## src/hdl/orl_pkg.sv

```systemverilog
`timescale 1ns / 1ps
// ----------------------------------------------------------------------------
// orl_pkg
// Shared types, codes and sizes for the ordered record list.
// ----------------------------------------------------------------------------
package orl_pkg;

  localparam int DEPTH     = 128;
  localparam int STR_BYTES = 8;
  localparam int IDX_W     = $clog2(DEPTH);
  localparam int CNT_W     = 8;
  localparam int TXT_W     = 64;

  // locate tree: priority groups, then OR-reduction partitions
  localparam int GRP   = 8;
  localparam int NGRP  = DEPTH / GRP;
  localparam int PG    = 16;
  localparam int NPART = DEPTH / PG;

  localparam logic [TXT_W-1:0] TEXT_MASK = {TXT_W{1'b1}} >> (TXT_W - 8 * STR_BYTES);

  localparam logic [1:0] OP_INSERT = 2'd0;
  localparam logic [1:0] OP_DELETE = 2'd1;
  localparam logic [1:0] OP_LOCATE = 2'd2;

  localparam logic [1:0] ST_OK        = 2'd0;
  localparam logic [1:0] ST_BAD_POS   = 2'd1;
  localparam logic [1:0] ST_FULL      = 2'd2;
  localparam logic [1:0] ST_NOT_FOUND = 2'd3;

  typedef struct packed {
    logic [1:0]        opcode;
    logic [7:0]        position;
    logic [TXT_W-1:0]  rec_date;
    logic [TXT_W-1:0]  rec_time;
    logic [TXT_W-1:0]  rec_place;
    logic signed [15:0] rec_temp;
    logic [15:0]       rec_hum;
  } in_item_t;

  typedef struct packed {
    logic [1:0]         status;
    logic [7:0]         found_pos;
    logic [TXT_W-1:0]   out_date;
    logic [TXT_W-1:0]   out_time;
    logic [TXT_W-1:0]   out_place;
    logic signed [15:0] out_temp;
    logic [15:0]        out_hum;
    logic [CNT_W-1:0]   count;
  } out_item_t;

  typedef struct packed {
    logic [TXT_W-1:0]   r_date;
    logic [TXT_W-1:0]   r_time;
    logic [TXT_W-1:0]   r_place;
    logic signed [15:0] r_temp;
    logic [15:0]        r_hum;
  } rec_t;

  localparam int REC_W = $bits(rec_t);

  typedef enum logic [1:0] {
    CM_HOLD,
    CM_LOAD,
    CM_FROM_LO,
    CM_FROM_HI
  } cell_mode_t;

  typedef struct packed {
    logic             busy;
    logic             done;
    logic             found;
    logic [CNT_W-1:0] pos;
    rec_t             rec;
  } find_res_t;

endpackage

```

## src/hdl/orl_cell.sv

```systemverilog
`timescale 1ns / 1ps
// ----------------------------------------------------------------------------
// orl_cell
// One list slot: holds a record, loads from either neighbor or the new item,
// and compares its keys against the locate keys.
// ----------------------------------------------------------------------------
module orl_cell
  import orl_pkg::*;
(
  input  logic             clk,
  input  cell_mode_t       mode,
  input  rec_t             new_rec,
  input  rec_t             lo_rec,
  input  rec_t             hi_rec,
  input  logic [TXT_W-1:0] key_time,
  input  logic [TXT_W-1:0] key_place,
  output rec_t             rec,
  output logic             match
);

  rec_t rec_r;
  rec_t rec_nxt;

  always_comb begin
    case (mode)
      CM_HOLD:    rec_nxt = rec_r;
      CM_LOAD:    rec_nxt = new_rec;
      CM_FROM_LO: rec_nxt = lo_rec;
      CM_FROM_HI: rec_nxt = hi_rec;
      default:    rec_nxt = rec_r;
    endcase
  end

  always_ff @(posedge clk) begin
    rec_r <= rec_nxt;
  end

  assign rec   = rec_r;
  assign match = (rec_r.r_time == key_time) && (rec_r.r_place == key_place);

endmodule

```

## config.mk

```make
export PLATFORM = sky130hd
export DESIGN_NAME = orl_cell
export DESIGN_NICKNAME = d
export VERILOG_FILES = /design/src/hdl/orl_pkg.sv /design/src/hdl/orl_cell.sv
export SDC_FILE = /design/constraint.sdc
export NUM_CORES = 1
export LEC_CHECK = 0
export BUFFER_PORTS_ARGS = -buffer_cell sky130_fd_sc_hd__buf_2
export CAP_MARGIN = 15
export CORE_AREA = 2 2 401 403
export CTS_CLUSTER_DIAMETER = 200
export DETAILED_ROUTE_END_ITERATION = 10
export DIE_AREA = 0 0 403 405
export SYNTH_ARGS = -nofsm -noshare
export SYNTH_HDL_FRONTEND = slang
export SYNTH_SLANG_ARGS = --single-unit
```

## constraint.sdc

```tcl
create_clock -name clk -period 5.4 [get_ports clk]
set_clock_uncertainty 0.1 [all_clocks]
set_input_delay 1.08 -clock clk [delete_from_list [all_inputs] [get_ports clk]]
set_output_delay 1.08 -clock clk [all_outputs]
set_load 0.1 [all_outputs]
```

==> metrics.txt <==
Worst Setup Start Kind=flip-flop; WL final=127 mm; Num Clock Sinks=~220; placed cell count=4218; root buf cell=clkbuf_16; dpl cell area=approximately 20000 µm²; CP arrival=about 3600 ps; Max-Cap Viols=0; maximum vdd drop=roughly 0.22 mV; min-delay worst type=in -> reg; initial antenna violation count=roughly 130; Placement Setup Slack=between 400 and 500 ps; syn_nets=1946; GRT overflow=0; Slew headroom=~15%; Synth Instances=1143; syn avg cell area=between 10 and 15 µm²; Compound-Gate Fraction of Synth Area=slightly below 9%; RSZ-0062 raised after global routing=false; YS warnings=0; DIE HEIGHT=approximately 410 µm; pwr/cell area=approximately 340 nW/µm²; Area Overhead vs Synth=67.7%; peak fanout along the critical path=2; Final Max Slew Viols=0; PnR worst setup slack=~650 ps; Hold Violations, Final=0; largest net degree at the start of global routing=150; final instance area=21500 µm²; die area=about 160000 µm²; Post-Synth Adder-Cell Area=0%; status=complete, no violations; CP Class=reg -> out; Initial DRT Pass Iterations=5; CTS-repair resized insts=0; Worst EP required=4220 ps; Hold-fix buffers, CTS=0; buffers inserted by post-CTS timing repair=0; fmax=about 0.21 GHz; PortBufs=1027; TritonCTS Buffers=29; Die W=slightly above 400 µm; synth unique cells=12; Synth area leaders=edfxtp_1 (53%), mux2i_1 (18%), a21oi_1 (8.8%); Vias per Instance=~3.4; Detail Route Antenna Nets=0; CTS tree=built; DRC=0; Yosys top cell area share=a little over half; core outline area=between 150000 and 200000 µm²; Synth Register Bits=224; drt initial violations=around 1300; Synth Area in Simple Gates=under 10%; XOR/XNOR share of the synthesized area=about 8.8%; leak pwr=just over 9 nW; Final Non-Filler Cells=between 4000 and 5000; Mapped Area=~13000 µm²; Post-DP HPWL=between 100 and 150 mm; WL per Instance=29.4 µm; first-pass GRT wire length=around 150 mm; clk buf depth=3; Tmin final=roughly 4700 ps; mux contribution to synthesized area=about 18%; main combinational cell family by area after synthesis=multiplexers; pin slew with the least headroom to its limit=around 1200 ps; GP Congestion=approximately 0.9; clk slew on worst S/H paths=60 ps; Initial Utilization=approximately 8%; Via Count=roughly 14000; layout cells sized above 1=around 50%; vias in the first global route=around 13000; Rows=147; fin crit share=87.9%; area leader, netlist=edfxtp_1; sequential area share after synthesis=52.5%; number of flip-flops in the largest register=between 200 and 250; IO Pins=1028; H-tree depth=1; final setup fails=0; number of nets in the layout=about 3000; CP endpoint kind=primary output; total track usage=14.6%
## report_power, final
| group | internal [W] | switching, W |
|---|---|---|
| registers | 0.00216 | 0.000246 |
| clock network | 0.00108 | 0.000859 |
| logic | 0.000607 | 0.00228 |
| total | 0.00385 | 0.00338 |
## path summary, 6_finish.rpt
check         startpoint                  to  slack (ps)  cells after the start
min         new_rec[219]  rec[219]$_DFFE_PP_         710                      3
max    rec[45]$_DFFE_PP_               match         650                      7
## synth_stat cells
library cell / count
or2_2: 1
xnor2_1: 128
edfxtp_1: 224
nor4_1: 8
clkbuf_1: 16
buf_6: 17
a21oi_1: 224
buf_4: 8
buf_2: 34
nor2_1: 225
nand4_1: 34
mux2i_1: 224
## metrics by stage
step / setup TNS, ps / utilization (%) / hold WS (ps) / power [W]
global placement: -245 / 12.8 / 1300 / 0.00539
global route: 0 / 13.5 / 680 / 0.00748
floorplan: 0 / - / 1210 / 0.00425
finish: 0 / 13.5 / 708 / 0.00723
CTS: 0 / 13.4 / 650 / 0.00737
detailed placement: 0 / 12.9 / 1310 / 0.00539
## worst max-delay path: stages, from the launching register on
cell and delay [ps]:
edfxtp_1 580, xnor2_1 320, nand4_1 610, nor4_1 670, nand4_1 250, nor2_1 190, buf_4 160, buf_12 170
## per-layer routing
layer | track usage, % | part of all wire, %
met3 | 4.65 | 9.7
met5 | 0 | 0.38
met1 | 17.6 | 39
met4 | 3.99 | 3.4
met2 | 24.9 | 48
## final cells by class
type / count / area (µm²)
antenna: 33 / 82.6
sequential: 224 / 6730
multi-input combinational: 844 / 5610
clock buffer: 32 / 737
fill: 18300 / 138000
timing repair buffer: 1064 / 5530
tap: 2086 / 2610
clock inverter: 21 / 174
## logic make-up after synthesis
family,after synthesis
muxes,224
xor gates and xnor gates,128
buffers and inverters,75
AOI/OAI and AO/OA,224
DFF,224
and+or+nand+nor,268
## cell usage in the layout, fill, tap and decap left out, drive strengths merged
cell type	netlist	routed
buf	59	1064
nor2	225	225
mux2i	224	224
a21oi	224	224
edfxtp	224	224
xnor2	128	128
nand4	34	34
diode	0	33
clkbuf	16	32
clkinv	0	12
nor4	8	8
inv	0	4
clkinvlp	0	3
bufinv	0	2
or2	1	1
No activity file was read; power rests on OpenSTA's default activity.
